<file path="config.mk">
export PLATFORM = sky130hd
export DESIGN_NAME = i2a_queue
export DESIGN_NICKNAME = d
export VERILOG_FILES = /design/src/hdl/i2a_pkg.sv /design/src/hdl/i2a_queue.sv
export SDC_FILE = /design/constraint.sdc
export NUM_CORES = 1
export LEC_CHECK = 0
export ABC_AREA = 1
export BUFFER_PORTS_ARGS = -buffer_cell sky130_fd_sc_hd__buf_4
export CORE_MARGIN = 10
export CORE_UTILIZATION = 52
export DETAILED_ROUTE_END_ITERATION = 6
export GPL_TIMING_DRIVEN = 0
export PLACE_DENSITY = 0.81
export SLEW_MARGIN = 15
export SYNTH_ARGS = -nofsm -noshare
export SYNTH_HDL_FRONTEND = slang
export SYNTH_SLANG_ARGS = --single-unit
</file>
<file path="constraint.sdc">
create_clock -name clk -period 3.6 [get_ports clk]
set_clock_uncertainty 0.2 [all_clocks]
set_input_delay 0.18 -clock clk [delete_from_list [all_inputs] [get_ports clk]]
set_output_delay 0.18 -clock clk [all_outputs]
set_load 0.01 [all_outputs]
</file>
<file path="src/hdl/i2a_pkg.sv">
// ----------------------------------------------------------------------------
// i2a_pkg
// types, constants and helpers shared by the integer to ascii formatter
// ----------------------------------------------------------------------------
package i2a_pkg;

    localparam int unsigned VALUE_W     = 32;
    localparam int unsigned CHAR_W      = 8;
    localparam int unsigned MAX_CHARS   = 11;
    localparam int unsigned QUEUE_DEPTH = 2;

    // operation codes
    localparam logic [1:0] OP_SDEC = 2'd0;
    localparam logic [1:0] OP_UDEC = 2'd1;
    localparam logic [1:0] OP_HEXL = 2'd2;
    localparam logic [1:0] OP_HEXU = 2'd3;

    localparam logic [CHAR_W-1:0] CHAR_MINUS = 8'h2D;
    localparam logic [CHAR_W-1:0] CHAR_ZERO  = 8'h30;

    // reciprocal of ten for a 32-bit dividend: q = (x * RECIP10) >> RECIP10_SHIFT
    localparam logic [VALUE_W-1:0] RECIP10       = 32'hCCCC_CCCD;
    localparam int unsigned        RECIP10_SHIFT = 35;

    typedef struct packed {
        logic [1:0]         op;
        logic [VALUE_W-1:0] value;
    } in_item_t;

    typedef struct packed {
        logic [CHAR_W-1:0]  character;
        logic               last;
        logic [VALUE_W-1:0] total_written;
    } out_item_t;

    // classified command handed from front to back
    typedef struct packed {
        logic [VALUE_W-1:0] mag;
        logic               neg;
        logic               hex;
        logic               upper;
    } cmd_t;

    typedef enum logic [1:0] {
        B_IDLE,
        B_DIGIT,
        B_SIGN,
        B_EMIT
    } back_state_t;

    // ascii for one digit, decimal or hex, in either case
    function automatic logic [CHAR_W-1:0] digit_char(input logic [3:0] d, input logic upper);
        logic [CHAR_W-1:0] c;
        begin
            if (d < 4'd10)
            begin
                c = CHAR_ZERO + {4'd0, d};
            end
            else if (upper)
            begin
                c = 8'h37 + {4'd0, d};
            end
            else
            begin
                c = 8'h57 + {4'd0, d};
            end
            return c;
        end
    endfunction

endpackage

</file>
<file path="src/hdl/i2a_queue.sv">
// ----------------------------------------------------------------------------
// i2a_queue
// short command queue between front and back
// ----------------------------------------------------------------------------
module i2a_queue
#(
    parameter int unsigned DEPTH = i2a_pkg::QUEUE_DEPTH
)
(
    input  logic          clk,
    input  logic          rst_n,
    input  logic          enq,
    input  i2a_pkg::cmd_t enq_cmd,
    output logic          q_full,
    input  logic          deq,
    output logic          q_valid,
    output i2a_pkg::cmd_t deq_cmd
);

    localparam int unsigned PW = (DEPTH > 1) ? $clog2(DEPTH) : 1;
    localparam int unsigned CW = $clog2(DEPTH + 1);
    localparam logic [PW-1:0] LAST_PTR   = PW'(DEPTH - 1);
    localparam logic [CW-1:0] FULL_COUNT = CW'(DEPTH);

    i2a_pkg::cmd_t entry_reg [DEPTH];
    logic [PW-1:0] wr_ptr_reg, wr_ptr_next;
    logic [PW-1:0] rd_ptr_reg, rd_ptr_next;
    logic [CW-1:0] count_reg, count_next;

    assign q_full  = (count_reg == FULL_COUNT);
    assign q_valid = (count_reg != '0);
    assign deq_cmd = entry_reg[rd_ptr_reg];

    always_comb
    begin
        wr_ptr_next = wr_ptr_reg;
        rd_ptr_next = rd_ptr_reg;
        count_next  = count_reg;
        if (enq)
        begin
            wr_ptr_next = (wr_ptr_reg == LAST_PTR) ? '0 : wr_ptr_reg + 1'b1;
        end
        if (deq)
        begin
            rd_ptr_next = (rd_ptr_reg == LAST_PTR) ? '0 : rd_ptr_reg + 1'b1;
        end
        if (enq && !deq)
        begin
            count_next = count_reg + 1'b1;
        end
        else if (deq && !enq)
        begin
            count_next = count_reg - 1'b1;
        end
    end

    always_ff @(posedge clk or negedge rst_n)
    begin
        if (!rst_n)
        begin
            wr_ptr_reg <= '0;
            rd_ptr_reg <= '0;
            count_reg  <= '0;
        end
        else
        begin
            wr_ptr_reg <= wr_ptr_next;
            rd_ptr_reg <= rd_ptr_next;
            count_reg  <= count_next;
        end
    end

    // payload, no reset
    always_ff @(posedge clk)
    begin
        if (enq)
        begin
            entry_reg[wr_ptr_reg] <= enq_cmd;
        end
    end

endmodule

</file>
==> impl_metrics.yaml <==
cts:
  cts.path.max_buffers: 2
  clkSinkCount: 74
  cts_resized: 0
  cts_tree: "yes"
  cts-root-buf: "clkbuf_8"
  h-tree-depth: 3
  clock_latency_ns: 0.32
  cts_made_buffers: 9
  cts.reportedPaths.clkPinSlew_ns: 0.07
power:
  peakVddDrop_uv: 460
  p_leak_nw: 1.71
  power_density_nw_per_um2: 702
  finalPower_mw: 2.91
sta:
  setup_viol: 0
  tightestPinTransition_ns: 0.786
  hold_violations: 0
  relSlewSlack: 0.476
  tns_ns: 0
  drv_slew: 0
  rsz0062_at_grt: "false"
  fmax_ghz: 0.545
  post-route-period-util: 0.509
  min_period_ns: 1.83
synth:
  yosys_warnings: 0
  ys_seq_elements: 74
  synth_fa_ha_area_frac: 0.00434
  ys_seq_area_frac: 0.764
  synth.distinct_cells: 14
  synth_nets: 174
  post_synth_inst_count: 134
  syn_avg_cell_area_um2: 21.5
  yosys.area_share.simple: 0.0143
  synth-compound-area-share: 0
  synth_xor_area_frac: 0.00911
  synth_area_um2: 2880
  synth_top_family_by_area: "multiplexers"
  synth.area.mux_share: 0.174
worst_setup_path:
  path_cells: "buf_6 > buf_12 > mux2_4 > buf_4"
  cp_slowest_cell: "dfrtp_1"
  cp-start-kind: "flop"
  critical_path_arrival_ns: 1.45
  regToRegSetupSlack_ns: 1.90
  crit_cells: 4
  critPathCaptureType: "primary output"
  crit_start: "rd_ptr_reg"
  r2r-end: "entry_reg[0][30]"
  crit_buf_inv: 3
  reg2reg_depth: 2
  critPathMaxFanout: 10
  r2r_start: "wr_ptr_reg"
  path_delay_family: "buffers and inverters"
  path_class: "flop to primary output"
  required_ns: 3.22
  crit_path_end: "deq_cmd[33]"
  critical-path-max-stage-delay_ns: 0.37
grt:
  grt_pass1_vias: 1791
  overflow: 0
  grt_max_degree: 36
  antenna_found_initial: 0
  grt_usage: 0.135
  grt_first_pass_wirelength_mm: 9.20
flow_run:
  drv_cap: 0
detailed_routing:
  dr.pass1.iters: 4
  wl_per_cell_um: 17.8
  drt-total-wl_mm: 6.00
  ant_nets: 0
  drtIter0Drc: 39
  drc: 0
  vias: 1596
  avgViaCountPerCell: 4.74
final_layout:
  fin_nets: 300
  drive_gt1_frac: 0.502
  final_common_cell: "buf_4"
  largest_register_ffs: 70
  area_growth_pct: 44.0
  insertedDiodeCount: 0
  postLayoutCoreUtil: 0.763
  final_cell_mix: "buf_4, edfxtp_1, dlygate4sd3_1"
placed_design:
  gp_congestion: 0.666
  dp_hpwl_mm: 3.69
  numPortBuffers: 75
run_status:
  outcome: "completed"
floorplan:
  dieHeight_um: 94.5
  dieArea_um2: 8920
  num_io_pins: 76
  die_w_um: 94.5
  start_util: 0.530
  rows: 27
  core_area_um2: 5440
min_path:
  hold_path_class: "flop to flop"
[power breakdown]
| part | internal (mW) | switching, mW | total (mW) |
|---|---|---|---|
| sequential | 1.15 | 0.0574 | 1.20 |
| combinational | 0.636 | 0.484 | 1.12 |
| clock | 0.304 | 0.284 | 0.589 |
[stage by stage]
step | instances | instance area, um2 | setup slack, ns | hold slack, ns
floorplan | 134 | 2880 | 1.08 | -0.316
global placement | 281 | 3540 | 0.259 | -0.218
detailed placement | 282 | 3570 | 1.87 | -0.218
CTS | 337 | 4150 | 1.75 | 0.315
global route | 337 | 4150 | 1.71 | 0.366
finish | 337 | 4150 | 1.77 | 0.343
[per-layer routing]
metal | track usage | wire length, um | vias up
li1 | - | - | 764
met1 | 0.142 | 2280 | 764
met2 | 0.232 | 3170 | 60
met3 | 0.0603 | 479 | 8
met4 | 0.0586 | 64 | 0
met5 | 0 | 0 | -
[area by class of cell]
class,count,area [um2]
Sequential cell,74,2200
Buffer,4,71.3
Clock inverter,4,25.0
Inverter,7,26.3
Fill cell,320,1290
Multi-Input combinational cell,49,591
Tap cell,72,90.1
Clock buffer,12,165
Timing Repair Buffer,115,981
[logic make-up after synthesis]
| group | after synthesis |
|---|---|
| buf+inv | 11 |
| fa+ha+maj | 1 |
| simple gates | 10 |
| flops | 74 |
| xor+xnor | 3 |
| mux | 35 |
[how the worst min path moves through the flow]
| stage | startpoint | end | cells past startpoint |
|---|---|---|---|
| floorplan | rst_n | count_reg[0] | 0 |
| global placement | rst_n | rd_ptr_reg | 1 |
| detailed placement | rst_n | count_reg[0] | 1 |
| CTS | count_reg[1] | count_reg[1] | 2 |
| global route | enq_cmd[18] | entry_reg[0][18] | 2 |
| finish | count_reg[0] | count_reg[0] | 1 |
[cell usage after synthesis]
| library cell | number | area, um2 |
|---|---|---|
| buf_12 | 3 | 60.1 |
| buf_6 | 1 | 11.3 |
| dfrtp_1 | 4 | 100 |
| edfxtp_1 | 70 | 2100 |
| ha_1 | 1 | 12.5 |
| inv_1 | 7 | 26.3 |
| mux2_2 | 6 | 67.6 |
| mux2_4 | 29 | 435 |
| nand2_1 | 6 | 22.5 |
| nand3_1 | 1 | 5.00 |
| nand4_1 | 1 | 6.26 |
| nor2_1 | 2 | 7.51 |
| xnor2_1 | 1 | 8.76 |
| xor2_1 | 2 | 17.5 |
[repair_timing]
action | in CTS | in global routing
hold buffers | 39 | 0
hold endpoints to repair | 76 | 0
buffers inserted | 0 | 0
endpoints found under the setup margin | 0 | 0
(Power assumes the default switching activity.)
