[src/hdl/i2a_pkg.sv]
// ----------------------------------------------------------------------------
// i2a_pkg
// types, constants and helpers shared by the integer to ascii formatter
// ----------------------------------------------------------------------------
package i2a_pkg;

    localparam int unsigned VALUE_W     = 32;
    localparam int unsigned CHAR_W      = 8;
    localparam int unsigned MAX_CHARS   = 11;
    localparam int unsigned QUEUE_DEPTH = 2;

    // operation codes
    localparam logic [1:0] OP_SDEC = 2'd0;
    localparam logic [1:0] OP_UDEC = 2'd1;
    localparam logic [1:0] OP_HEXL = 2'd2;
    localparam logic [1:0] OP_HEXU = 2'd3;

    localparam logic [CHAR_W-1:0] CHAR_MINUS = 8'h2D;
    localparam logic [CHAR_W-1:0] CHAR_ZERO  = 8'h30;

    // reciprocal of ten for a 32-bit dividend: q = (x * RECIP10) >> RECIP10_SHIFT
    localparam logic [VALUE_W-1:0] RECIP10       = 32'hCCCC_CCCD;
    localparam int unsigned        RECIP10_SHIFT = 35;

    typedef struct packed {
        logic [1:0]         op;
        logic [VALUE_W-1:0] value;
    } in_item_t;

    typedef struct packed {
        logic [CHAR_W-1:0]  character;
        logic               last;
        logic [VALUE_W-1:0] total_written;
    } out_item_t;

    // classified command handed from front to back
    typedef struct packed {
        logic [VALUE_W-1:0] mag;
        logic               neg;
        logic               hex;
        logic               upper;
    } cmd_t;

    typedef enum logic [1:0] {
        B_IDLE,
        B_DIGIT,
        B_SIGN,
        B_EMIT
    } back_state_t;

    // ascii for one digit, decimal or hex, in either case
    function automatic logic [CHAR_W-1:0] digit_char(input logic [3:0] d, input logic upper);
        logic [CHAR_W-1:0] c;
        begin
            if (d < 4'd10)
            begin
                c = CHAR_ZERO + {4'd0, d};
            end
            else if (upper)
            begin
                c = 8'h37 + {4'd0, d};
            end
            else
            begin
                c = 8'h57 + {4'd0, d};
            end
            return c;
        end
    endfunction

endpackage

[src/hdl/i2a_front.sv]
// ----------------------------------------------------------------------------
// i2a_front
// accepts an operand, works out sign and magnitude, hands a command on
// ----------------------------------------------------------------------------
module i2a_front
(
    input  i2a_pkg::in_item_t request,
    input  logic              push,
    output logic              full,
    input  logic              q_full,
    output logic              enq,
    output i2a_pkg::cmd_t     cmd
);

    logic neg;

    assign full = q_full;
    assign enq  = push & ~q_full;

    // signed mode with the top bit set: magnitude by unsigned negation
    assign neg = (request.op == i2a_pkg::OP_SDEC) & request.value[i2a_pkg::VALUE_W-1];

    always_comb
    begin
        cmd.neg   = neg;
        cmd.mag   = neg ? (~request.value + 1'b1) : request.value;
        cmd.hex   = (request.op == i2a_pkg::OP_HEXL) | (request.op == i2a_pkg::OP_HEXU);
        cmd.upper = (request.op == i2a_pkg::OP_HEXU);
    end

endmodule

[config.mk]
export PLATFORM = sky130hd
export DESIGN_NAME = i2a_front
export DESIGN_NICKNAME = d
export VERILOG_FILES = /design/src/hdl/i2a_pkg.sv /design/src/hdl/i2a_front.sv
export SDC_FILE = /design/constraint.sdc
export NUM_CORES = 1
export LEC_CHECK = 0
export ABC_CLOCK_PERIOD_IN_PS = 2000
export BUFFER_PORTS_ARGS = -buffer_cell sky130_fd_sc_hd__buf_2
export CORE_MARGIN = 10
export CORE_UTILIZATION = 40
export DETAILED_ROUTE_END_ITERATION = 10
export MAX_ROUTING_LAYER = met4
export PLACE_DENSITY = 0.89
export SLEW_MARGIN = 5
export SYNTH_ARGS = -nofsm -noshare
export SYNTH_HDL_FRONTEND = slang
export SYNTH_SLANG_ARGS = --single-unit
[constraint.sdc]
create_clock -name vclk -period 2
set_input_delay 0.2 -clock vclk [all_inputs]
set_output_delay 0.2 -clock vclk [all_outputs]
set_load 0.02 [all_outputs]
==> impl_metrics.yaml, run 1 <==
finish:
  fillerInstances: 181
  num-nets-final: 244
  flops_and_latches: 0
  nClkBuffers: 0
  syn_to_final_growth_pct: 61.22
  num_antenna_cells: 0
  register_area_um2: 0
  fin_cells: 232
  multi_input_area_um2: 765.7
  drive_above_1_share_pct: 46.83
  fin_area_um2: 1321
global_route:
  first_global_vias: 1251
  grtUsageTotal_pct: 14.51
  antenna_found_initial: 0
  gr-total-overflow: 0
  grt_first_pass_wirelength_um: 5292
  grt_start_max_net_pins: 17
critical_path:
  cp-end-kind: "primary output"
  crit_top_cell: "buf_2"
  path_cells: "buf_2, inv_1, ha_1, nor4b_2, buf_4, and4b_2, and2_1, a311o_1, buf_2"
  critical_path_peak_fanout: 5
  max_stage_delay_ns: 0.35
  critPathRequiredTime_ns: 1.80
  start_kind: "input pin"
  worstSetupPathType: "input pin to primary output"
  critPathSlowestCell: "a311o_1"
  critPathArrivalTime_ns: 1.78
route:
  drc: 0
  wire_per_inst_um: 13.88
  drt_iter0_drc: 52
  viasPerCell: 5.302
  dr.pass1.iters: 4
  drt.antenna.violating_nets: 0
  vias: 1230
  routed_wl_um: 3220
outcome:
  status: "complete, no violations"
power:
  p_leak_nw: 0.6987
  finalPower_mw: 0.3274
  vdd_drop_max_v: 0.0002147
  pwr_density_cell_nw_per_um2: 247.8
logic_synthesis:
  synth_top_area_cell: "xor2_1"
  synth_most_common_cell: "xor2_1"
  syn_inst: 127
  avgSynthCellArea_um2: 6.453
  synth_area_leaders: "xor2_1, a21oi_1, nor2_1, xnor2_1, a31oi_1"
  synth.net_count: 164
  syn-cell-area_um2: 819.5
  yosysWarnings: 0
  yosysSeqAreaShare_pct: 0
  synth.distinct_cells: 30
  synth_common_cells: "xor2_1, nor2_1, a21oi_1, nor3_1, a31oi_1"
  yosysTopAreaCellShare_pct: 21.37
floorplan:
  initial_core_util_pct: 41.77
  core_area_um2: 1962
  die_w_um: 65.27
  num_io_pins: 73
  die_area_um2: 4260
  num_rows: 16
  die_height_um: 65.27
timing:
  rsz0062_at_grt: "yes"
  min_period_over_period_pct: 98.98
  setup_viol: 0
  tightest_slew_ns: 0.4486
  slew_headroom_pct: 69.82
  setup_tns_ns: 0
  final_hold_viol_count: 0
  final_max_slew_viol_count: 0
  finalCriticalPeriod_ns: 1.980
  max_freq_ghz: 0.5052
place:
  dpl_cell_area_um2: 1282
  dp_cells: 232
  gp_congestion: 0.8630
  hpwl_um: 2807
  io_buffer_count: 73
worst_hold_path:
  worstHoldPathCells: 2
  hold_end: "full"
  hp-start: "q_full"
  min_path_type: "input pin to primary output"
clock_network:
  postCtsSetupBuffers: 0
run:
  max_cap_violations: 0
-- stage by stage --
| stage | worst slack (ns) | util, % | hold slack, ns |
|---|---|---|---|
| global placement | 0.01860 | 65.37 | 0.6365 |
| global route | -0.07863 | 67.35 | 0.6482 |
| detailed placement | -0.01253 | 65.37 | 0.6404 |
| CTS | 0.002119 | 65.50 | 0.6404 |
| finish | 0.02043 | 67.35 | 0.6376 |
| floorplan | -0.04979 | - | 0.4781 |
-- placed cells by master (no fill, tap or decap), types with 4 or more instances in the layout --
master   synthesis  layout
a21oi_1         12      12
a31oi_1          8       8
buf_2            0      66
buf_4            3      21
inv_1            6       6
nor2_1          16      16
nor3_1           9       9
nor4_1           5       4
xnor2_1          6       6
xor2_1          20      20
-- layer usage --
metal | GRT usage, % | wire [um]
met5 | - | 0
met4 | 1.604 | 21
met3 | 2.881 | 224
met2 | 26.83 | 1623
met1 | 16.02 | 1351
-- area by class of cell --
type / instances / area share [%]
multi-input combinational: 111 / 57.95
timing repair buffer: 88 / 37.78
tap: 27 / 2.557
inverter: 6 / 1.705
-- where the power goes --
part	total, mW	switching, mW	internal [mW]
Sequential	0	0	0
Clock	0	0	0
Combinational	0.327	0.196	0.132
-- what timing repair did --
item	4_1_cts	5_1_grt
resized for setup	2	12
hold buffers	0	0
pin swaps	0	0
endpoints found under the setup margin	2	19
-- worst max path at each step --
stage / start / endpoint / slack [ns] / cells after the start
6_report: request[1] / cmd[33] / 0.02 / 9
3_3_place_gp: request[14] / cmd[28] / 0.02 / 7
2_1_floorplan: request[33] / cmd[29] / -0.05 / 4
3_5_place_dp: request[14] / cmd[28] / -0.01 / 7
5_1_grt: request[1] / cmd[33] / -0.08 / 9
4_1_cts: request[14] / cmd[28] / 0.002 / 7
-- critical path, delay by kind of cell --
| family | cells | cell delay (ns) |
|---|---|---|
| AO/OA/AOI/OAI | 1 | 0.35 |
| adder cells (fa/ha/maj) | 1 | 0.18 |
| buffers and inverters | 4 | 0.45 |
| AND/OR/NAND/NOR | 3 | 0.60 |
-- kinds of logic after synthesis --
family          count (synthesis)  share of synthesized area [%]
simple gates                   52                          37.41
buf+inv                        16                          8.702
fa+ha+maj                       1                          1.526
xor+xnor                       26                          27.79
compound gates                 32                          24.58
Note: power is estimated with default switching activity, not from simulation.
==> run 2: changes to the inputs <==
Settings changed: ABC_CLOCK_PERIOD_IN_PS 2000 to unset, SETUP_SLACK_MARGIN set to 0.5.
==> run 2 against run 1 <==
  * The flow now stops in 4_1_cts
  * Area after synthesis stayed put
  * Synthesized cell count stayed put
==> impl_metrics.yaml, run 2 <==
place:
  hpwl_um: 3625
  gp_congestion: 0.8149
  io_buffer_count: 73
  dp_cells: 234
logic_synthesis:
  yosysSeqAreaShare_pct: 0
  synth.net_count: 164
  yosysWarnings: 0
  synth_top_area_cell: "xor2_1"
  syn_inst: 127
  syn-cell-area_um2: 819.5
  synth.distinct_cells: 30
  avgSynthCellArea_um2: 6.453
  synth_common_cells: "xor2_1, nor2_1, a21oi_1, nor3_1, a31oi_1"
  synth_most_common_cell: "xor2_1"
  yosysTopAreaCellShare_pct: 21.37
  synth_area_leaders: "xor2_1, a21oi_1, nor2_1, xnor2_1, a31oi_1"
floorplan:
  num_io_pins: 73
  die_w_um: 65.27
  die_height_um: 65.27
  num_rows: 16
  initial_core_util_pct: 41.77
clock_network:
  cts-resized-gates: 115
  postCtsSetupBuffers: 14
  postCtsHoldBufs: 0
outcome:
  status: "stopped before the end"
  error_line: "[ERROR DPL-0038] Utilization greater than 100%, impossible to legalize"
  lastStage: "4_1_cts"
[run 2: stage by stage]
stage	setup slack (ns)	util [%]	instance area, um^2	hold slack (ns)	setup TNS (ns)
global placement	-0.01582	86.48	1697	0.6377	-0.04297
detailed placement	-0.09524	86.48	1697	0.6450	-0.4459
floorplan	0.09715	-	1235	0.4781	0
[run 2: cell families after synthesis]
| family | synth area share, % |
|---|---|
| compound gates | 24.58 |
| xor+xnor | 27.79 |
| fa+ha+maj | 1.526 |
| buf+inv | 8.702 |
| simple gates | 37.41 |
==> run 3: changes to the inputs <==
Settings changed: CORE_AREA set to 10 10 71 73, CORE_MARGIN 10 to unset, CORE_UTILIZATION 40 to unset, DIE_AREA set to 0 0 81 83, MAX_ROUTING_LAYER met4 to unset, PLACE_DENSITY 0.89 to unset, PLACE_DENSITY_LB_ADDON set to 0.15, SETUP_SLACK_MARGIN 0.5 to unset.
==> run 3 against run 2 <==
  * The run now ends clean
==> impl_metrics.yaml, run 3 (same netlist as run 1, synthesis figures left out) <==
outcome:
  status: "complete, no violations"
timing:
  rsz0062_at_grt: "yes"
  min_period_over_period_pct: 98.69
  finalCriticalPeriod_ns: 1.974
  final_max_slew_viol_count: 0
  max_freq_ghz: 0.5067
  setup_viol: 0
  slew_headroom_pct: 75.20
  final_hold_viol_count: 0
  tightest_slew_ns: 0.3685
  setup_tns_ns: 0
critical_path:
  critPathSlowestCell: "or4_4"
  path_buf_inv: 3
  cpLargestDelayFamily: "simple AND/OR/NAND/NOR gates"
  cp-end-kind: "primary output"
  max_stage_delay_ns: 0.56
  critPathRequiredTime_ns: 1.80
  critPathArrivalTime_ns: 1.77
  start_kind: "input pin"
  critical_path_peak_fanout: 10
  crit_path_start: "request[10]"
  worstSetupPathType: "input pin to primary output"
  path_cells: "buf_2, or4_4, nor4b_4, buf_6, a41oi_1, xor2_1, buf_4"
global_route:
  antenna_found_initial: 0
  first_global_vias: 1283
  grt_start_max_net_pins: 16
  grt_first_pass_wirelength_um: 5685
  grtUsageTotal_pct: 9.669
  gr-total-overflow: 0
finish:
  nClkBuffers: 0
  drive_above_1_share_pct: 50.24
  flops_and_latches: 0
  num-nets-final: 244
  layout_commonest_cell: "buf_2"
  syn_to_final_growth_pct: 72.98
  fin_cells: 253
  register_area_um2: 0
  num_antenna_cells: 0
  layout_common_cells: "buf_2, buf_4, xor2_1, nor2_1, a21oi_1"
worst_hold_path:
  hp-start: "q_full"
  min_path_type: "input pin to primary output"
floorplan:
  num_io_pins: 73
  die_height_um: 83
  core_area_um2: 3633
  die_area_um2: 6723
  die_w_um: 81
  num_rows: 22
  initial_core_util_pct: 22.56
power:
  p_switching_mw: 0.2021
  pwr-share-clk_pct: 0
  p_int_mw: 0.1398
  p_leak_nw: 0.7173
  p_seq_share_pct: 0
  p_comb_share_pct: 100.0
  switching_share_pct: 59.12
  vdd_drop_max_v: 0.00007867
  pwr_density_cell_nw_per_um2: 241.1
route:
  wire_per_inst_um: 14.32
  dr.pass1.iters: 4
  drt.antenna.violating_nets: 0
  drc: 0
  viasPerCell: 4.913
  vias: 1243
  routed_wl_um: 3623
  drt_iter0_drc: 47
run:
  max_cap_violations: 0
place:
  io_buffer_count: 73
  hpwl_um: 3103
  dp_cells: 253
  gp_congestion: 0.7980
clock_network:
  postCtsHoldBufs: 0
  postCtsSetupBuffers: 0
[run 3: layer usage]
metal	share of wire [%]	global-route usage, %	up-vias	wire (um)
met1	40	11.03	577	1461
li1	-	-	630	-
met4	0	0.6260	0	0
met2	53	18.16	36	1908
met3	7.0	2.047	0	253
met5	0	0	-	0
[run 3: path summary, 6_finish.rpt]
path,end,depth (start not counted)
worst max-delay path,cmd[30],7
worst min-delay path,full,2
[run 3: through the flow]
stage                     hold WS (ns)  worst slack [ns]  util, %  instance area [um^2]  total power, mW
after floorplan                 0.4781          -0.04979        -                 819.5           0.1718
after global placement          0.6371          -0.01987    36.36                  1321           0.3174
final                           0.6392           0.02627    39.02                  1418           0.3418
after CTS                       0.6443         -0.009281    36.64                  1331           0.3243
after global routing            0.6548          -0.06266    39.02                  1418           0.3722
after detailed placement        0.6443          -0.03428    36.36                  1321           0.3209
[run 3: final cells by class]
class                           count  area [um^2]
Timing Repair Buffer               88        525.5
Fill cell                         422         2216
Inverter                            6        22.52
Multi-Input combinational cell    111        809.5
Tap cell                           48        60.06
[run 3: power by group through the flow]
stage	clock [mW]	sequential, mW	combinational [mW]
after floorplan	0	0	0.172
after global placement	0	0	0.317
after detailed placement	0	0	0.321
after CTS	0	0	0.324
after global routing	0	0	0.372
final	0	0	0.342
[run 3: repair_timing]
| action | 4_1_cts | 5_1_grt |
|---|---|---|
| pin swaps | 0 | 2 |
| resized for setup | 3 | 25 |
| cloned | 0 | 0 |
| endpoints found under the setup margin | 8 | 19 |
